### config.mk
export PLATFORM = sky130hd
export DESIGN_NAME = custom_float_multiplier_flat
export DESIGN_NICKNAME = d
export VERILOG_FILES = /design/src/rtl/cfm_pkg.sv /design/src/rtl/cfm_if.sv /design/src/rtl/custom_float_multiplier.sv /design/src/rtl/cfm_cell.sv /design/src/flat_wrapper.sv
export SDC_FILE = /design/constraint.sdc
export NUM_CORES = 2
export LEC_CHECK = 0
export ABC_AREA = 1
export BUFFER_PORTS_ARGS = -buffer_cell sky130_fd_sc_hd__buf_2
export CAP_MARGIN = 20
export CORE_ASPECT_RATIO = 1.5
export CORE_MARGIN = 1.5
export CORE_UTILIZATION = 34
export DETAILED_ROUTE_END_ITERATION = 7
export SYNTH_ARGS = -nofsm -noshare
export SYNTH_HDL_FRONTEND = slang
export SYNTH_SLANG_ARGS = --single-unit
### constraint.sdc
create_clock -name clk -period 19.8 [get_ports clk]
set_clock_uncertainty 0.05 [all_clocks]
set_input_delay 2.97 -clock clk [delete_from_list [all_inputs] [get_ports clk]]
set_output_delay 2.97 -clock clk [all_outputs]
set_load 0.02 [all_outputs]
### src/rtl/cfm_pkg.sv
// Package for the truncating floating-point multiplier.
// Field widths, result kind codes and the shared pipeline payload type.
package cfm_pkg;
    localparam int EXP_BITS  = 8;
    localparam int FRAC_BITS = 24;
    localparam int MANT_BITS = FRAC_BITS + 1;
    localparam int PROD_BITS = 2 * MANT_BITS;
    localparam int EXPW_BITS = EXP_BITS + 2;
    // one partial product row per cell, 4 multiplier bits per row
    localparam int DIGIT_BITS = 4;
    localparam int NUM_CELLS  = (MANT_BITS + DIGIT_BITS - 1) / DIGIT_BITS;
    localparam int PADB_BITS  = NUM_CELLS * DIGIT_BITS;
    // the finished accumulator holds the product shifted down by this many bits
    localparam int ACC_DROP   = PADB_BITS - MANT_BITS;

    localparam logic [EXP_BITS-1:0] EXP_ONES = {EXP_BITS{1'b1}};
    localparam logic [EXPW_BITS-1:0] EXP_BIAS =
        EXPW_BITS'((1 << (EXP_BITS - 1)) - 1);

    localparam logic [1:0] KIND_NORMAL = 2'd0;
    localparam logic [1:0] KIND_ZERO   = 2'd1;
    localparam logic [1:0] KIND_INF    = 2'd2;
    localparam logic [1:0] KIND_NAN    = 2'd3;

    typedef struct packed {
        logic                  special;
        logic                  sign;
        logic [EXP_BITS-1:0]   exp;
        logic [FRAC_BITS-1:0]  frac;
        logic [1:0]            kind;
        logic                  sr;
        logic [EXPW_BITS-1:0]  esum;
        logic [MANT_BITS-1:0]  ma;
        logic [PADB_BITS-1:0]  mb;
        logic [PROD_BITS-1:0]  acc;
    } cfm_data_t;
endpackage

### src/rtl/cfm_if.sv
// Valid/ready channel interfaces for operand pairs and products.
// Depends on cfm_pkg for widths.
interface cfm_in_if;
    import cfm_pkg::*;
    logic                 valid;
    logic                 ready;
    logic                 a_sign;
    logic [EXP_BITS-1:0]  a_exp;
    logic [FRAC_BITS-1:0] a_frac;
    logic                 b_sign;
    logic [EXP_BITS-1:0]  b_exp;
    logic [FRAC_BITS-1:0] b_frac;
    modport source (output valid, a_sign, a_exp, a_frac, b_sign, b_exp, b_frac,
                    input ready);
    modport sink (input valid, a_sign, a_exp, a_frac, b_sign, b_exp, b_frac,
                  output ready);
endinterface

interface cfm_out_if;
    import cfm_pkg::*;
    logic                 valid;
    logic                 ready;
    logic                 r_sign;
    logic [EXP_BITS-1:0]  r_exp;
    logic [FRAC_BITS-1:0] r_frac;
    logic [1:0]           r_kind;
    logic                 range_flag;
    modport source (output valid, r_sign, r_exp, r_frac, r_kind, range_flag,
                    input ready);
    modport sink (input valid, r_sign, r_exp, r_frac, r_kind, range_flag,
                  output ready);
endinterface

### src/rtl/custom_float_multiplier.sv
// Top level of the truncating floating-point multiplier.
// Depends on cfm_pkg, cfm_if and cfm_cell.
//
// channel | dir | contents
// in      | in  | a_sign a_exp a_frac b_sign b_exp b_frac
// out     | out | r_sign r_exp r_frac r_kind range_flag
//
// One pair accepted per cycle while the pipeline is not held; each pair
// passes through the row of multiply cells and then the normalise
// register; decode is combinational ahead of the first cell. Reset empties
// the pipeline. The whole pipeline holds while out.valid is high and
// out.ready low.
module custom_float_multiplier (
    input logic clk,
    input logic rst_n,
    cfm_in_if.sink    in,
    cfm_out_if.source out
);
    import cfm_pkg::*;

    logic      advance;
    logic      valid_c [NUM_CELLS+1];
    cfm_data_t data_c  [NUM_CELLS+1];
    cfm_data_t dec_next;
    logic      a_zero, b_zero, a_inf, b_inf, a_nan, b_nan;
    logic      carry;
    logic [EXPW_BITS-1:0] e_fin;
    logic [FRAC_BITS-1:0] frac_n;
    logic                 osign_next, oflag_next;
    logic [EXP_BITS-1:0]  oexp_next;
    logic [FRAC_BITS-1:0] ofrac_next;
    logic [1:0]           okind_next;
    logic                 ovalid_reg;
    logic                 osign_reg, oflag_reg;
    logic [EXP_BITS-1:0]  oexp_reg;
    logic [FRAC_BITS-1:0] ofrac_reg;
    logic [1:0]           okind_reg;

    assign advance  = !ovalid_reg || out.ready;
    assign in.ready = advance;

    always_comb
    begin
        a_zero = (in.a_exp == '0) && (in.a_frac == '0);
        b_zero = (in.b_exp == '0) && (in.b_frac == '0);
        a_inf  = (in.a_exp == EXP_ONES) && (in.a_frac == '0);
        b_inf  = (in.b_exp == EXP_ONES) && (in.b_frac == '0);
        a_nan  = (in.a_exp == EXP_ONES) && (in.a_frac != '0);
        b_nan  = (in.b_exp == EXP_ONES) && (in.b_frac != '0);
        dec_next         = '0;
        dec_next.sr      = in.a_sign ^ in.b_sign;
        dec_next.esum    = EXPW_BITS'(in.a_exp) + EXPW_BITS'(in.b_exp);
        dec_next.ma      = {1'b1, in.a_frac};
        dec_next.mb      = PADB_BITS'({1'b1, in.b_frac});
        dec_next.special = 1'b1;
        if (a_nan || b_nan || (a_zero && b_inf) || (a_inf && b_zero))
        begin
            dec_next.sign = 1'b1;
            dec_next.exp  = EXP_ONES;
            dec_next.frac = FRAC_BITS'(1);
            dec_next.kind = KIND_NAN;
        end
        else if (a_zero || b_zero)
            dec_next.kind = KIND_ZERO;
        else if (a_inf || b_inf)
        begin
            dec_next.sign = dec_next.sr;
            dec_next.exp  = EXP_ONES;
            dec_next.kind = KIND_INF;
        end
        else
            dec_next.special = 1'b0;
    end

    assign valid_c[0] = in.valid;
    assign data_c[0]  = dec_next;

    for (genvar i = 0; i < NUM_CELLS; i++)
    begin : g_cell
        cfm_cell u_cell (
            .clk       (clk),
            .rst_n     (rst_n),
            .advance   (advance),
            .valid_in  (valid_c[i]),
            .data_in   (data_c[i]),
            .valid_out (valid_c[i+1]),
            .data_out  (data_c[i+1])
        );
    end

    always_comb
    begin
        cfm_data_t d;
        d      = data_c[NUM_CELLS];
        carry  = d.acc[PROD_BITS-1-ACC_DROP];
        frac_n = carry ? d.acc[PROD_BITS-2-ACC_DROP -: FRAC_BITS]
                       : d.acc[PROD_BITS-3-ACC_DROP -: FRAC_BITS];
        // esum - bias + carry, evaluated as signed over the extended width
        e_fin  = d.esum - EXP_BIAS + EXPW_BITS'(carry);
        osign_next = d.sign;
        oexp_next  = d.exp;
        ofrac_next = d.frac;
        okind_next = d.kind;
        oflag_next = 1'b0;
        if (!d.special)
        begin
            if (!e_fin[EXPW_BITS-1] && (e_fin >= EXPW_BITS'(EXP_ONES)))
            begin
                osign_next = d.sr;
                oexp_next  = EXP_ONES;
                ofrac_next = '0;
                okind_next = KIND_INF;
                oflag_next = 1'b1;
            end
            else if (e_fin[EXPW_BITS-1] || (e_fin == '0))
            begin
                osign_next = 1'b0;
                oexp_next  = '0;
                ofrac_next = '0;
                okind_next = KIND_ZERO;
                oflag_next = 1'b1;
            end
            else
            begin
                osign_next = d.sr;
                oexp_next  = e_fin[EXP_BITS-1:0];
                ofrac_next = frac_n;
                okind_next = KIND_NORMAL;
            end
        end
    end

    always_ff @(posedge clk or negedge rst_n)
    begin
        if (!rst_n)
            ovalid_reg <= 1'b0;
        else if (advance)
            ovalid_reg <= valid_c[NUM_CELLS];
    end

    always_ff @(posedge clk)
    begin
        if (advance)
        begin
            osign_reg <= osign_next;
            oexp_reg  <= oexp_next;
            ofrac_reg <= ofrac_next;
            okind_reg <= okind_next;
            oflag_reg <= oflag_next;
        end
    end

    assign out.valid      = ovalid_reg;
    assign out.r_sign     = osign_reg;
    assign out.r_exp      = oexp_reg;
    assign out.r_frac     = ofrac_reg;
    assign out.r_kind     = okind_reg;
    assign out.range_flag = oflag_reg;

    a_hold_stall: assert property (@(posedge clk) disable iff (!rst_n)
        (out.valid && !out.ready) |=> $stable(out.r_exp) && $stable(out.r_kind))
        else $error("result changed while stalled");
    a_flag_kind: assert property (@(posedge clk) disable iff (!rst_n)
        (out.valid && out.range_flag) |->
            (out.r_kind == KIND_INF || out.r_kind == KIND_ZERO))
        else $error("range flag on wrong kind");
    a_nan_form: assert property (@(posedge clk) disable iff (!rst_n)
        (out.valid && out.r_kind == KIND_NAN) |->
            (out.r_exp == EXP_ONES && out.r_sign && !out.range_flag))
        else $error("malformed NaN");
    a_ready: assert property (@(posedge clk) disable iff (!rst_n)
        !out.valid |-> in.ready)
        else $error("input stalled with empty output");
endmodule

### src/rtl/cfm_cell.sv
// One multiplier cell: adds the partial product row of one 4-bit digit of b and passes on.
// Depends on cfm_pkg.
module cfm_cell (
    input  logic               clk,
    input  logic               rst_n,
    input  logic               advance,
    input  logic               valid_in,
    input  cfm_pkg::cfm_data_t data_in,
    output logic               valid_out,
    output cfm_pkg::cfm_data_t data_out
);
    import cfm_pkg::*;
    logic [PROD_BITS-1:0] row;
    cfm_data_t            data_next;
    logic                 valid_reg;
    cfm_data_t            data_reg;

    always_comb
    begin
        row = PROD_BITS'(data_in.ma) * PROD_BITS'(data_in.mb[DIGIT_BITS-1:0]);
        data_next     = data_in;
        // consume the low digit of b; weight of the remaining digits shifts down
        data_next.ma  = data_in.ma;
        data_next.mb  = data_in.mb >> DIGIT_BITS;
        data_next.acc = (data_in.acc >> DIGIT_BITS)
                        + (row << (PROD_BITS - DIGIT_BITS - MANT_BITS));
    end

    always_ff @(posedge clk or negedge rst_n)
    begin
        if (!rst_n)
            valid_reg <= 1'b0;
        else if (advance)
            valid_reg <= valid_in;
    end

    always_ff @(posedge clk)
    begin
        if (advance)
            data_reg <= data_next;
    end

    assign valid_out = valid_reg;
    assign data_out  = data_reg;
endmodule

### src/flat_wrapper.sv
// flat-port wrapper written by rule: the top's interface ports become plain ports
module custom_float_multiplier_flat import cfm_pkg::*;
  (clk, rst_n, in_valid, in_a_sign, in_a_exp, in_a_frac, in_b_sign, in_b_exp, in_b_frac, in_ready, out_valid, out_r_sign, out_r_exp, out_r_frac, out_r_kind, out_range_flag, out_ready);
  cfm_in_if in_i ();
  cfm_out_if out_i ();
  input logic clk;
  input logic rst_n;
  input wire logic [$bits(in_i.valid)-1:0] in_valid;
  input wire logic [$bits(in_i.a_sign)-1:0] in_a_sign;
  input wire logic [$bits(in_i.a_exp)-1:0] in_a_exp;
  input wire logic [$bits(in_i.a_frac)-1:0] in_a_frac;
  input wire logic [$bits(in_i.b_sign)-1:0] in_b_sign;
  input wire logic [$bits(in_i.b_exp)-1:0] in_b_exp;
  input wire logic [$bits(in_i.b_frac)-1:0] in_b_frac;
  output wire logic [$bits(in_i.ready)-1:0] in_ready;
  output wire logic [$bits(out_i.valid)-1:0] out_valid;
  output wire logic [$bits(out_i.r_sign)-1:0] out_r_sign;
  output wire logic [$bits(out_i.r_exp)-1:0] out_r_exp;
  output wire logic [$bits(out_i.r_frac)-1:0] out_r_frac;
  output wire logic [$bits(out_i.r_kind)-1:0] out_r_kind;
  output wire logic [$bits(out_i.range_flag)-1:0] out_range_flag;
  input wire logic [$bits(out_i.ready)-1:0] out_ready;
  assign in_i.valid = in_valid;
  assign in_i.a_sign = in_a_sign;
  assign in_i.a_exp = in_a_exp;
  assign in_i.a_frac = in_a_frac;
  assign in_i.b_sign = in_b_sign;
  assign in_i.b_exp = in_b_exp;
  assign in_i.b_frac = in_b_frac;
  assign in_ready = in_i.ready;
  assign out_valid = out_i.valid;
  assign out_r_sign = out_i.r_sign;
  assign out_r_exp = out_i.r_exp;
  assign out_r_frac = out_i.r_frac;
  assign out_r_kind = out_i.r_kind;
  assign out_range_flag = out_i.range_flag;
  assign out_i.ready = out_ready;
  custom_float_multiplier u_core (.clk(clk), .rst_n(rst_n), .in(in_i), .out(out_i));
endmodule
# ---- Word level (Yosys, flattened, before mapping)
# Cells that the tools add are included.
dict set report totals {
  reg_bits 903
  input_bits 70
  output_inout_bits 38
}
dict set report classes {
  n_addsub 9
  mux 21
  n_lt_le_gt_ge 1
  reduce_logical 26
  n_eq_ne 2
  mul 6
  n_bitwise 1
}
# cell count
set ops {}
lappend ops {{46-bit by 50-bit adder with 50-bit output} 5}
lappend ops {{25-bit by 4-bit multiplier with 29-bit output} 6}
lappend ops {{24-bit two-way mux} 4}
lappend ops {{24-bit logical NOT} 2}
lappend ops {{24-bit nonzero test} 2}
lappend ops {{46-bit by 46-bit adder with 47-bit output} 1}
lappend ops {{8-bit two-way mux} 3}
lappend ops {{9-bit two-way mux} 2}
lappend ops {{8-bit equality test, second input constant} 2}
lappend ops {{8-bit logical NOT} 2}
lappend ops {{10-bit by 1-bit adder with 10-bit output} 1}
lappend ops {{10-bit by 8-bit greater-or-equal comparator with 1-bit output, second input constant} 1}
lappend ops {{10-bit logical NOT} 1}
lappend ops {{10-bit by 7-bit subtractor with 10-bit output, second input constant} 1}
lappend ops {{8-bit by 8-bit adder with 9-bit output} 1}
lappend ops {{1-bit logical AND} 9}
lappend ops {{1-bit two-way mux} 8}
lappend ops {{2-bit two-way mux} 4}
lappend ops {{1-bit logical OR} 7}
lappend ops {{1-bit logical NOT} 2}
lappend ops {{2-bit OR reduction} 1}
lappend ops {{1-bit XOR} 1}

# ---- Longest topological paths before layout
dict set report depth {
  depth_word 7
  mapped_depth 33
  depth_no_buf 31
}

# ---- Cells and area by module
# From an unflattened synthesis, not the netlist that was laid out.
dict set report hier_totals {
  cells_unflattened 7296
  hier_area_um2 69037.5
}
# mod area_per_inst_um2 cells_per_inst seq_area_each_um2 instances
set modules_own_cells {}
lappend modules_own_cells {{cfm_cell (u_core.g_cell[3].u_cell ...)} 9392.8 972 4409.2 3}
lappend modules_own_cells {{cfm_cell (u_core.g_cell[0].u_cell ...)} 9455.3 987 4409.2 2}
lappend modules_own_cells {{cfm_cell (u_core.g_cell[6].u_cell)} 9419.0 971 4409.2 1}
lappend modules_own_cells {{cfm_cell (u_core.g_cell[2].u_cell)} 9416.5 978 4409.2 1}
lappend modules_own_cells {custom_float_multiplier 3113.0 457 1106.1 1}

# ---- Least setup slack after synthesis
# OpenSTA, ideal clock, no wires.
dict set report synth_timing {
  path_kind {input-to-output}
  from {input out_ready}
  to {output in_ready}
  arrival_ps 17480
  setup_slack_ps -700
  t_required_ps 16780
  cell_stages 3
  path_cell_list {inv_1 > nand2_1 > clkbuf_1}
}
dict set report synth_between {
  elab_chain_len 1
}
# element line
set synth_lines {}
lappend synth_lines {{start, declared} flat_wrapper.sv:22} ;# input wire logic [$bits(out_i.ready)-1:0] out_ready;
lappend synth_lines {{1-bit logical OR} custom_float_multiplier.sv:39} ;# assign advance = !ovalid_reg || out.ready;
lappend synth_lines {{end, declared} flat_wrapper.sv:15} ;# output wire logic [$bits(in_i.ready)-1:0] in_ready;
# Every way passes these cells.

# ---- Worst setup path in the final report
# Ends and elaborated chain as after synthesis.

==> results.tsv <==
metric	value	unit
result_of_the_run	complete, but fails checks	
failed_checks	DRC	
path_class	input port to output pin	
synth_largest_area_cell	sky130_fd_sc_hd__edfxtp_1	
drv.max_cap_violation_count	0	
pin_count	108	
port_buffers	107	
cts_buffers	58	
setup_viol_count_final	0	
post_synth_main_area_contributors	sky130_fd_sc_hd__edfxtp_1 (34%), sky130_fd_sc_hd__nand2_1 (13%), sky130_fd_sc_hd__fa_1 (12%)	
cts_resized	0	
insertion_delay	0.67	ns
globalRouteOverflowTotal	0	
floorplan.core_area	133000	um^2
htree_levels	2	
hold_path.class	flip-flop to flip-flop	
tritoncts	done	
drt_iter0_drc	1611	
drt-wirelength-per-cell	16.5	um
initial_utilization	34.2	%
layout-area-overhead-vs-synth	9.93	%
final_layout_size_suffix_gt1_share	4.62	%
initial_antenna_violation_count	4	
placementRows	164	
worst_hold_path.num_cells	0	
dpl.hpwl	103	mm
post-route-period-util	34.6	%
synthFlopType	sky130_fd_sc_hd__edfxtp_1	
postCtsSetupRepairBufs	0	
r2r_setup_slack	13.61	ns
synth_area	45600	um^2
route.detailed.vias_per_inst	4.77	
worstPathArrival	3.83	ns
seq_area_frac_synth	34.8	%
design.die.area	136000	um^2
synth.distinct_cells	48	
die-height	451	um
grt_start_max_net_pins	181	
cts_hold_buf	0	
clock_sinks	529	
cp_slowest_stage_delay	0.42	ns
routed-via-count	35594	
largest_reg_flops	485	
critical_path_capture_point_type	output pin	
finalNetCount	6365	
fmaxAchievable	146	MHz
cp_slowest_cell	sky130_fd_sc_hd__nand2_4	
cts.path.max_buffers	3	
final_period_minus_worst_setup_slack	6.85	ns
dr_pass1_iterations	8	
synth_enable_flop_cells	521	
post_route_setup_tns	0	ns
report.final.hold_viol_count	0	
grt_setup_unrepaired	false	
avgSynthCellArea	8.22	um^2
synth-seq-cells	529	
place_congestion	0.960	
regToRegStartpoint	u_core.g_cell[0].u_cell.data_out[51]$_DFFE_PP_	
worst_setup_path_start_kind	input port	
ctsRootBufferMaster	sky130_fd_sc_hd__clkbuf_16	
crit_path_cell_trace	buf_2 > inv_1 > nand2_4 > buf_2	
clock_slew_at_the_register_clock_pins_of_the_worst_setup_and_hold_paths	0.07	ns
grt_pass1_wl	192	mm
remaining_drc_errors	32	
tightestPinTransition	1.09	ns
slew-limit-headroom	27.2	%
worst_r2r_path_depth	22	
globalRouteTotalUtil	18.0	%
vias_in_the_first_global_route	37289	
postSynthCellCount	5541	
final-max-slew-violation-count	0	
synth.cells.most_frequent	sky130_fd_sc_hd__nand2_1 (1548), sky130_fd_sc_hd__inv_1 (1150), sky130_fd_sc_hd__edfxtp_1 (521)	
worstPathRequired	16.78	ns
postSynth.asyncResetShare	1.51	%
post-synth-top-count-cell	sky130_fd_sc_hd__nand2_1	
route.antenna.remaining_nets	0	
synth_largest_type_area_fraction	34.3	%
hold_start	u_core.g_cell[0].u_cell.data_out[64]$_DFFE_PP_	
mappedNetlistNets	6243	
wirelength	123	mm
beginning_of_the_critical_path	out_ready	
critical_path_peak_fanout	51	
chipWidth	302	um
cp_common_cell	sky130_fd_sc_hd__buf_2	
synth.yosys.warnings	0	
-- cell usage in the layout (no fill, tap or decap), drive strengths merged, types with 40 or more instances in the layout --
cell	n
a31oi	44
fa	277
ha	355
nand3	153
xnor2	80
inv	1157
buf	127
o21bai	40
clkbuf	65
o21ai	162
nand4	46
edfxtp	521
nor2	399
xor2	178
nand2	1553
a21o	55
a21oi	323
-- worst paths after layout --
| kind | endpoint |
|---|---|
| setup reg to reg | u_core.g_cell[1].u_cell.data_out[47]$_DFFE_PP_ |
| hold reg to reg | u_core.g_cell[1].u_cell.data_out[60]$_DFFE_PP_ |
| setup / recovery | in_ready |
| hold / removal | u_core.g_cell[1].u_cell.data_out[60]$_DFFE_PP_ |
| min in group asynchronous | u_core.g_cell[3].u_cell.valid_out$_DFFE_PN0P_ |
| max in group asynchronous | u_core.g_cell[5].u_cell.valid_out$_DFFE_PN0P_ |
-- per-stage QoR --
stage / std cells / area [um^2] / setup WS, ns / hold WS (ns) / utilization, %
6_report: 7457 / 50100 / 12.95 / 0.352 / 37.6
5_1_grt: 7453 / 50100 / 12.85 / 0.361 / 37.6
4_1_cts: 7453 / 50100 / 12.93 / 0.359 / 37.6
3_5_place_dp: 7346 / 48200 / 12.62 / 0.355 / 36.2
3_3_place_gp: 7346 / 48200 / 12.71 / 0.350 / 36.2
2_1_floorplan: 5541 / 45600 / 6.96 / 0.350 / -
-- critical path: cells and delay by family --
family	cells	cell delay [ns]
and+or+nand+nor	1	0.42
buffers and inverters	3	0.39
-- kinds of logic (layout without fill, tap and decap cells) --
family | count (synthesis) | after routing | share of synthesized area (%)
flops | 529 | 529 | 34.8
buf+inv | 1217 | 1386 | 10.1
xor+xnor | 258 | 258 | 4.98
fa+ha+maj | 632 | 632 | 21.9
other cells | 0 | 4 | 0
simple gates | 2224 | 2224 | 19.7
compound gates | 681 | 681 | 8.52
-- per-layer routing --
layer / GRT usage (%) / up-vias / share of wire [%]
met2: 37.3 / 637 / 57
li1: - / 17808 / -
met3: 1.70 / 345 / 2.3
met1: 15.7 / 16798 / 33
met5: 0 / - / 0.024
met4: 12.6 / 6 / 7.9
-- area by class of cell --
type / count / area (um^2)
Antenna cell: 4 / 10.0
Clock buffer: 65 / 1480
Clock inverter: 42 / 430
Fill cell: 13609 / 83100
Inverter: 1152 / 4320
Multi-Input combinational cell: 3795 / 25100
Sequential cell: 529 / 15800
Tap cell: 1743 / 2180
Timing Repair Buffer: 127 / 698
Power is not shown: default switching activity piles up to over one toggle a cycle in this logic, so the estimate is an artifact.
